## config.mk

```make
export PLATFORM = sky130hd
export DESIGN_NAME = udp_tcp_port_classifier_core
export DESIGN_NICKNAME = d
export VERILOG_FILES = /design/src/rtl/utpc_pkg.sv /design/src/rtl/utpc_scan.sv /design/src/rtl/udp_tcp_port_classifier_core.sv
export SDC_FILE = /design/constraint.sdc
export NUM_CORES = 2
export LEC_CHECK = 0
export ABC_AREA = 1
export ABC_CLOCK_PERIOD_IN_PS = 6700
export BUFFER_PORTS_ARGS = -buffer_cell sky130_fd_sc_hd__buf_2
export CORE_MARGIN = 3
export CORE_UTILIZATION = 63
export DETAILED_ROUTE_END_ITERATION = 10
export PLACE_DENSITY = 0.8
export SYNTH_ARGS = -nofsm -noshare
export SYNTH_HDL_FRONTEND = slang
export SYNTH_SLANG_ARGS = --single-unit
```

## constraint.sdc

```tcl
create_clock -name clk -period 6.7 [get_ports clk]
set_clock_uncertainty 0.1 [all_clocks]
set_input_delay 1.34 -clock clk [delete_from_list [all_inputs] [get_ports clk]]
set_output_delay 1.34 -clock clk [all_outputs]
set_load 0.05 [all_outputs]
```

## src/rtl/utpc_pkg.sv

```systemverilog
// Package for the UDP/TCP port classifier: field widths, kind codes,
// well-known port tables and the service-to-dissector decode. No dependencies.
`default_nettype none
package utpc_pkg;
  localparam int TRANSIENT_DEPTH = 64;
  localparam int TIDX_W = $clog2(TRANSIENT_DEPTH);
  localparam int TCNT_W = TIDX_W + 1;

  localparam logic [1:0] KIND_CLASSIFY = 2'd0;
  localparam logic [1:0] KIND_ADD      = 2'd1;
  localparam logic [1:0] KIND_DELETE   = 2'd2;

  localparam logic [7:0] PROTO_TCP = 8'd6;
  localparam logic [7:0] PROTO_UDP = 8'd17;

  localparam logic [3:0] DIS_NONE      = 4'd0;
  localparam logic [3:0] DIS_TRANSIENT = 4'd1;
  localparam logic [3:0] DIS_DNS       = 4'd2;
  localparam logic [3:0] DIS_GENERIC   = 4'd15;

  localparam int UDP_N = 25;
  localparam int TCP_N = 51;

  localparam logic [15:0] UDP_PORTS [UDP_N] = '{
    16'd7, 16'd9, 16'd13, 16'd19, 16'd37, 16'd42, 16'd53, 16'd67, 16'd68, 16'd69,
    16'd79, 16'd123, 16'd137, 16'd138, 16'd427, 16'd512, 16'd513, 16'd514, 16'd517,
    16'd520, 16'd550, 16'd560, 16'd561, 16'd521, 16'd1080};

  localparam logic [15:0] TCP_PORTS [TCP_N] = '{
    16'd1, 16'd7, 16'd9, 16'd11, 16'd13, 16'd15, 16'd19, 16'd20, 16'd21, 16'd23,
    16'd25, 16'd37, 16'd39, 16'd42, 16'd43, 16'd53, 16'd67, 16'd68, 16'd69, 16'd70,
    16'd77, 16'd79, 16'd80, 16'd87, 16'd95, 16'd101, 16'd102, 16'd103, 16'd104,
    16'd105, 16'd109, 16'd113, 16'd117, 16'd119, 16'd123, 16'd139, 16'd143, 16'd144,
    16'd427, 16'd443, 16'd512, 16'd513, 16'd514, 16'd515, 16'd530, 16'd540, 16'd600,
    16'd1524, 16'd1080, 16'd6000, 16'd8080};

  typedef struct packed {
    logic       hit;
    logic [5:0] row;
  } known_t;

  // First matching row of the protocol's table.
  function automatic known_t known_lookup(input logic [7:0] proto,
                                          input logic [15:0] port);
    known_t r;
    r = '0;
    if (proto == PROTO_TCP) begin
      for (int i = TCP_N - 1; i >= 0; i--)
        if (TCP_PORTS[i] == port) begin
          r.hit = 1'b1;
          r.row = 6'(i);
        end
    end else if (proto == PROTO_UDP) begin
      for (int i = UDP_N - 1; i >= 0; i--)
        if (UDP_PORTS[i] == port) begin
          r.hit = 1'b1;
          r.row = 6'(i);
        end
    end
    return r;
  endfunction

  function automatic logic [3:0] service_dissector(input logic [15:0] svc,
                                                   input logic call);
    logic [3:0] d;
    case (svc)
      16'd67, 16'd68:   d = 4'd3;
      16'd69:           d = 4'd4;
      16'd80, 16'd8080: d = 4'd5;
      16'd123:          d = 4'd6;
      16'd137:          d = 4'd7;
      16'd138:          d = 4'd8;
      16'd139:          d = 4'd9;
      16'd427:          d = 4'd10;
      16'd520:          d = 4'd11;
      16'd521:          d = 4'd12;
      16'd1080:         d = call ? 4'd13 : 4'd14;
      default:          d = DIS_GENERIC;
    endcase
    return d;
  endfunction

  typedef struct packed {
    logic        start;
    logic        del;
    logic [15:0] src;
    logic [15:0] dst;
  } scan_req_t;

  typedef struct packed {
    logic       done;
    logic       hit;
    logic [3:0] handler;
  } scan_rsp_t;
endpackage
`default_nettype wire

```

## src/rtl/utpc_scan.sv

```systemverilog
// Transient port table with its sequential scan engine: one entry per cycle,
// one shared compare. Depends on utpc_pkg.
`default_nettype none
module utpc_scan
  import utpc_pkg::*;
(
  input  wire logic              clk,
  input  wire logic              rst,
  input  wire scan_req_t         req,
  input  wire logic              add,
  input  wire logic [15:0]       add_port,
  input  wire logic [3:0]        add_handler,
  output scan_rsp_t              rsp
);
  localparam logic [1:0] S_IDLE = 2'd0;
  localparam logic [1:0] S_READ = 2'd1;
  localparam logic [1:0] S_CMP  = 2'd2;

  logic [16:0] ports [TRANSIENT_DEPTH];
  logic [3:0]  handlers [TRANSIENT_DEPTH];
  logic [TRANSIENT_DEPTH-1:0] valid;
  logic [TIDX_W-1:0] wp;

  logic [1:0]        state;
  logic              del;
  logic              pass2;
  logic [15:0]       src, dst;
  logic [TCNT_W-1:0] idx;
  logic [16:0]       rd_port;
  logic [3:0]        rd_handler;
  logic              rd_valid;
  logic [TIDX_W-1:0] rd_idx;
  logic [15:0]       key;
  logic              stop, match, last;

  assign key   = pass2 ? dst : src;
  assign stop  = !rd_valid || (rd_port == 17'd0);
  assign match = (rd_port == {1'b0, key});
  assign last  = (idx == TCNT_W'(TRANSIENT_DEPTH));

  // Table write and registered read.
  always_ff @(posedge clk) begin
    if (add) begin
      ports[wp]    <= {1'b0, add_port};
      handlers[wp] <= add_handler;
    end else if (state == S_CMP && del && !stop && match) begin
      ports[rd_idx] <= 17'h10000;
    end
    rd_port    <= ports[idx[TIDX_W-1:0]];
    rd_handler <= handlers[idx[TIDX_W-1:0]];
    rd_valid   <= valid[idx[TIDX_W-1:0]] && !last;
    rd_idx     <= idx[TIDX_W-1:0];
  end

  always_ff @(posedge clk) begin
    if (rst) begin
      valid <= '0;
      wp    <= '0;
    end else if (add) begin
      valid[wp] <= 1'b1;
      wp <= (wp == TIDX_W'(TRANSIENT_DEPTH - 1)) ? '0 : wp + 1'b1;
    end
  end

  // Done pulses for the one idle cycle after a scan; hit and handler hold.
  always_ff @(posedge clk) begin
    if (rst) begin
      state <= S_IDLE;
      rsp   <= '0;
      idx   <= '0;
      pass2 <= 1'b0;
      del   <= 1'b0;
    end else begin
      case (state)
        S_IDLE: begin
          rsp.done <= 1'b0;
          if (req.start) begin
            del   <= req.del;
            src   <= req.src;
            dst   <= req.dst;
            pass2 <= 1'b0;
            idx   <= '0;
            state <= S_READ;
          end
        end
        S_READ: begin
          idx   <= idx + 1'b1;
          state <= S_CMP;
        end
        S_CMP: begin
          if (stop) begin
            if (!del && !pass2) begin
              pass2 <= 1'b1;
              idx   <= '0;
              state <= S_READ;
            end else begin
              rsp   <= '{done: 1'b1, hit: 1'b0, handler: 4'd0};
              state <= S_IDLE;
            end
          end else if (!del && match) begin
            rsp   <= '{done: 1'b1, hit: 1'b1, handler: rd_handler};
            state <= S_IDLE;
          end else begin
            if (!last) idx <= idx + 1'b1;
          end
        end
        default: state <= S_IDLE;
      endcase
    end
  end
endmodule
`default_nettype wire

```

## src/rtl/udp_tcp_port_classifier_core.sv

```systemverilog
// Top level of the UDP/TCP port classifier: stream handshakes, fixed-table
// decode and control of the transient scan engine. Depends on utpc_pkg, utpc_scan.
//
// Usage: one input word per item on s_axis (kind, protocol, ports, payload
// flag, handler). Classify words give one result word on m_axis; add and
// delete words (and kind 3) give none.
// An add is registered (add_q) and written into the table in the cycle after
// acceptance, and the next word is taken the very next cycle. A classify
// that hits the well-known tables is looked up on the registered item and
// its result word is loaded into the output register once that is free.
// Otherwise the transient table is scanned one entry per cycle, source pass
// then destination pass, each pass ending at the first never-written entry
// (or one holding port 0) or at the end of the table; a classify ends at its
// first match. Delete sweeps the live part once. The scan rate is set by the
// single table read port feeding one port comparator.
// s_axis_tready is high whenever the control is idle. A result waits in the
// output register as long as m_axis_tready is low; add and delete words still
// go through, and the next classify holds its result until the register frees.
// Reset empties the transient table (valid bits) and the write pointer and
// drops any pending result.
`default_nettype none
module udp_tcp_port_classifier_core
  import utpc_pkg::*;
(
  input  wire logic        clk,
  input  wire logic        rst,
  input  wire logic        s_axis_tvalid,
  output logic             s_axis_tready,
  // [1:0] kind, [9:2] protocol, [25:10] sport, [41:26] dport,
  // [42] payload_present, [46:43] handler_id, [47] zero
  input  wire logic [47:0] s_axis_tdata,
  output logic             m_axis_tvalid,
  input  wire logic        m_axis_tready,
  // [0] handled, [4:1] dissector, [5] direction, [11:6] service_index,
  // [27:12] other_port, [31:28] transient_handler
  output logic [31:0]      m_axis_tdata
);
  localparam logic [1:0] T_IDLE = 2'd0;
  localparam logic [1:0] T_KNOWN = 2'd1;
  localparam logic [1:0] T_SCAN = 2'd2;
  localparam logic [1:0] T_EMIT = 2'd3;

  logic [1:0]  state;
  logic [1:0]  kind;
  logic [7:0]  proto;
  logic [15:0] src, dst;
  logic        payload;
  logic [3:0]  hid;
  logic        accept;
  scan_req_t   req;
  scan_rsp_t   rsp;
  known_t      ks, kd;
  logic        call;
  logic [15:0] svc, other;
  logic [3:0]  dis;
  logic        out_free, emit;
  logic [31:0] known_word, scan_word;

  assign kind    = s_axis_tdata[1:0];
  assign s_axis_tready = (state == T_IDLE);
  assign accept  = s_axis_tvalid && s_axis_tready;

  // Fixed-table lookups on the registered item.
  assign ks    = known_lookup(proto, src);
  assign kd    = known_lookup(proto, dst);
  assign call  = !ks.hit;
  assign svc   = call ? dst : src;
  assign other = call ? src : dst;
  always_comb begin
    if ((dst == 16'd53 || src == 16'd53) && proto != PROTO_TCP) dis = DIS_DNS;
    else if (payload) dis = service_dissector(svc, call);
    else dis = DIS_GENERIC;
  end

  // Load the output register only when it is empty or being drained.
  assign out_free   = !m_axis_tvalid || m_axis_tready;
  assign known_word = {4'd0, other, (call ? kd.row : ks.row), !call, dis, 1'b1};
  assign scan_word  = rsp.hit ? {rsp.handler, 23'd0, DIS_TRANSIENT, 1'b1}
                              : {27'd0, DIS_NONE, 1'b0};
  assign emit = out_free &&
                (((state == T_KNOWN) && (ks.hit || kd.hit)) || (state == T_EMIT));

  always_ff @(posedge clk) begin
    if (accept) begin
      proto   <= s_axis_tdata[9:2];
      src     <= s_axis_tdata[25:10];
      dst     <= s_axis_tdata[41:26];
      payload <= s_axis_tdata[42];
      hid     <= s_axis_tdata[46:43];
    end
    if (rst) begin
      req.start <= 1'b0;
    end else if (accept && kind == KIND_DELETE) begin
      req <= '{start: 1'b1, del: 1'b1, src: s_axis_tdata[25:10], dst: 16'd0};
    end else if (state == T_KNOWN && !(ks.hit || kd.hit)) begin
      req <= '{start: 1'b1, del: 1'b0, src: src, dst: dst};
    end else begin
      req.start <= 1'b0;
    end
  end

  logic add_q;
  always_ff @(posedge clk) begin
    if (rst) add_q <= 1'b0;
    else add_q <= accept && kind == KIND_ADD;
  end

  utpc_scan u_scan (
    .clk, .rst, .req, .add(add_q), .add_port(src), .add_handler(hid), .rsp
  );

  always_ff @(posedge clk) begin
    if (rst) m_axis_tvalid <= 1'b0;
    else if (emit) m_axis_tvalid <= 1'b1;
    else if (m_axis_tready) m_axis_tvalid <= 1'b0;
  end

  always_ff @(posedge clk) begin
    if (emit) m_axis_tdata <= (state == T_EMIT) ? scan_word : known_word;
  end

  always_ff @(posedge clk) begin
    if (rst) begin
      state <= T_IDLE;
    end else begin
      case (state)
        T_IDLE: begin
          if (accept) begin
            case (kind)
              KIND_CLASSIFY: state <= T_KNOWN;
              KIND_DELETE:   state <= T_SCAN;
              default:       state <= T_IDLE;
            endcase
          end
        end
        T_KNOWN: begin
          if (!(ks.hit || kd.hit)) state <= T_SCAN;
          else if (out_free) state <= T_IDLE;
        end
        T_SCAN: begin
          // Drop delete completions; hold classify results for the output.
          if (rsp.done) state <= req.del ? T_IDLE : T_EMIT;
        end
        T_EMIT: begin
          if (out_free) state <= T_IDLE;
        end
        default: state <= T_IDLE;
      endcase
    end
  end

`ifndef SYNTHESIS
  a_no_accept_busy: assert property (@(posedge clk) disable iff (rst)
    (state != T_IDLE) |-> !s_axis_tready) else $error("accept while busy");
  a_hold_result: assert property (@(posedge clk) disable iff (rst)
    (m_axis_tvalid && !m_axis_tready) |=> m_axis_tvalid && $stable(m_axis_tdata))
    else $error("result dropped");
  a_done_in_scan: assert property (@(posedge clk) disable iff (rst)
    rsp.done |-> state == T_SCAN) else $error("stray scan done");
`endif
endmodule
`default_nettype wire
```

==> flow_metrics.py <==
metrics = {
    "run_status": {
        "status": "complete, no violations",
    },
    "cts": {
        "cts_setup_buffers": 0,
        "clkLatencyLatePin_ns": 0.76,
        "tritoncts": "yes",
        "cts.sinks": 1606,
        "cts.path.max_buffers": 3,
        "cts.repair.resized": 0,
        "htreeDepth": 4,
        "ctsHoldBuffers": 0,
        "cts-root-buf": "clkbuf_16",
        "clk_pin_slew_ns": 0.06,
        "cts_buffers": 155,
    },
    "sta": {
        "finalCritPeriodShare": 0.763,
        "min_period_ns": 5.11,
        "drv_slew": 0,
        "setup_tns_ns": 0,
        "finalSetupViolations": 0,
        "grt_setup_unrepaired": "no",
        "max_freq_ghz": 0.196,
        "relSlewSlack": 0.273,
        "hold_viol_final": 0,
        "tightest_slew_ns": 1.09,
    },
    "global_route": {
        "grt_pass1_vias": 45756,
        "grt_max_degree": 179,
        "grt_pass1_wl_um": 270000,
        "grt-ovfl-total": 0,
        "antenna_found_initial": 4,
        "grtUsageTotal": 0.321,
    },
    "critical_path": {
        "cpMostUsedCell": "nand2_1",
        "path_max_fanout": 40,
        "reg2reg_slack_ns": 1.59,
        "cp.arrival_ns": 5.46,
        "required_ns": 7.05,
        "slowest_delay_ns": 0.87,
        "worst_setup_path_end_kind": "flip-flop",
        "critPathLaunchType": "flip-flop",
        "critPathKind": "flip-flop to flip-flop",
        "crit_slowest_cell": "dfxtp_1",
        "crit_chain": "inv_2, nand2_1, nand2_1, xnor2_1, o2111ai_1, nor4_1, nand2_1, nor4_2, nand4_1, nor2_4, buf_4, nand2_1, o21ai_0, nand2_1, nor2_1, buf_4",
    },
    "synthesis": {
        "synth_cell_types": 61,
        "yosys.area.top_type": "edfxtp_1",
        "synth_seq_cells": 1606,
        "yosys.area_share.simple": 0.137,
        "synth_top_family_by_area": "simple AND/OR/NAND/NOR gates",
        "syn_avg_cell_area_um2": 11.5,
        "synthAdderAreaFrac": 0.00150,
        "synth.area.top_cells": "edfxtp_1 (67%), nor2_1 (7.1%), o21ai_0 (6.3%)",
        "netlist.area_leader.share": 0.669,
        "ys_seq_area_frac": 0.705,
        "synth_edf_count": 1486,
        "synthCells": 5782,
        "synth_compound_area_frac": 0.119,
        "synth_xor_area_frac": 0.00105,
        "async_reset_ff_frac": 0,
        "synthFlopType": "edfxtp_1",
        "syn_area_um2": 66700,
        "syn-num-nets": 5842,
        "ys_warn_count": 0,
        "muxShareOfSynthArea": 0.00180,
    },
    "placed_design": {
        "place_congestion": 0.947,
        "dp_hpwl_um": 106000,
        "post_dp_cell_area_um2": 68700,
        "numPlacedInstances": 7037,
        "portBuffers": 84,
    },
    "power_and_ir_drop": {
        "power_leakage_nw": 24.9,
        "peakVddDrop_uv": 420,
        "pwr_density_cell_nw_per_um2": 366,
    },
    "drt": {
        "avgRoutedWirePerCell_um": 24.7,
        "routed_via_density": 6.53,
        "first_pass_iters": 10,
        "post-route-drc-count": 0,
        "wirelength_um": 180000,
        "vias": 47819,
        "ant_nets": 0,
        "drt-initial-drc-count": 7354,
    },
    "cells_and_area": {
        "fin_area_um2": 73800,
        "area_growth_pct": 10.7,
        "final_common_cell": "edfxtp_1",
        "final_cell_mix": "edfxtp_1 (1486), nor2_1 (1247), o21ai_0 (837)",
        "fin_cells": 7320,
        "fin_nets": 5874,
        "drive_gt1_frac": 0.0990,
    },
    "hold_path": {
        "hold_class": "flip-flop to flip-flop",
    },
    "floorplan": {
        "rows": 118,
        "initial_core_util": 0.640,
        "die_width_um": 331,
        "dieArea_um2": 110000,
        "pin_count": 86,
        "core_um2": 104000,
        "dieHeight_um": 331,
    },
    "job": {
        "cap_violations": 0,
    },
}
[per-layer routing]
layer,share of wire,wire length [µm],global-route usage,up-vias
li1,-,-,-,21072
met3,0.12,21800,0.0668,517
met2,0.46,83700,0.498,3195
met5,0.00014,26,0,-
met1,0.37,66100,0.441,23031
met4,0.049,8830,0.153,4
[Yosys cell counts (3+ instances only)]
cell type and number:
o32ai_1 10, xor2_1 4, nor4_1 18, inv_1 200, a31oi_1 11, mux2i_1 12
nand2_1 462, a211oi_1 14, or2_2 3, nand4_1 70, nand3_2 10, o22ai_1 276
o21ai_1 4, o21ai_0 837, dfxtp_1 120, buf_2 3, o211ai_1 24, nand2_4 3
o41ai_1 3, buf_6 9, nand3_1 220, o2111ai_1 18, o31ai_1 6, nor2_1 1267
buf_1 21, a21oi_1 67, a32o_1 4, clkbuf_1 307, nor3b_1 3, clkinv_1 4
a41oi_1 3, nand2_2 24, o221ai_1 94, nand4_2 3, inv_2 31, nor2_4 10
nor2_2 23, o21ai_2 3, edfxtp_1 1486, nor3_1 60, xnor2_1 4, ha_1 8
[per-stage QoR]
stage | hold WS, ns | utilization | setup slack (ns) | power [mW]
finish | 0.315 | 0.708 | 1.59 | 27.0
global route | 0.328 | 0.708 | 1.08 | 27.9
CTS | 0.319 | 0.708 | 1.59 | 26.8
detailed placement | 0.305 | 0.659 | 1.60 | 18.2
global placement | 0.306 | 0.659 | 1.72 | 18.0
floorplan | 0.229 | - | 1.97 | 15.8
[cell families (layout without fill, tap and decap cells)]
| logic type | count (synthesis) | in the layout |
|---|---|---|
| buf+inv | 577 | 734 |
| simple gates | 2185 | 2185 |
| mux | 12 | 12 |
| fa+ha+maj | 8 | 8 |
| other cells | 0 | 1 |
| xor+xnor | 8 | 8 |
| flops | 1606 | 1606 |
| compound gates | 1386 | 1386 |
[cell type report]
type	instances	area (µm²)
Sequential cell	1606	47000
Clock inverter	80	777
Inverter	236	908
Multi-Input combinational cell	3599	17600
Fill cell	6878	30400
Antenna cell	1	2.50
Timing Repair Buffer	216	1500
Tap cell	1380	1730
Clock buffer	202	4270
[flip-flops by register name (all words and copies together) (netlist names), 2 cells and up]
signal / flops
dst: 16
hid: 4
m_axis_tdata: 32
proto: 8
req: 34
src: 16
state: 2
u_scan.dst: 16
u_scan.handlers: 256
u_scan.idx: 7
u_scan.ports: 1088
u_scan.rd_handler: 4
u_scan.rd_idx: 6
u_scan.rd_port: 17
u_scan.rsp: 6
u_scan.src: 16
u_scan.state: 2
u_scan.valid: 64
u_scan.wp: 6
[final timing paths]
path | start | to | cells after the start
max | u_scan.pass2 | u_scan.ports[15][10] | 16
min | req[10] | u_scan.dst[10] | 0
max reg2reg | u_scan.pass2 | u_scan.ports[15][10] | 16
min reg2reg | req[10] | u_scan.dst[10] | 0
[critical path, delay by kind of cell (launching register included)]
family,cells,cell delay (ns)
xor gates and xnor gates,1,0.13
AOI/OAI and AO/OA,2,0.37
buffers and inverters,3,0.93
DFF,1,0.87
and+or+nand+nor,10,2.37
[report_power, final]
part	switching, mW	internal [mW]
Clock	3.64	5.04
Sequential	0.289	11.2
Combinational	5.05	1.70
Total	8.98	18.0
Note: power is estimated with default switching activity, not from simulation.
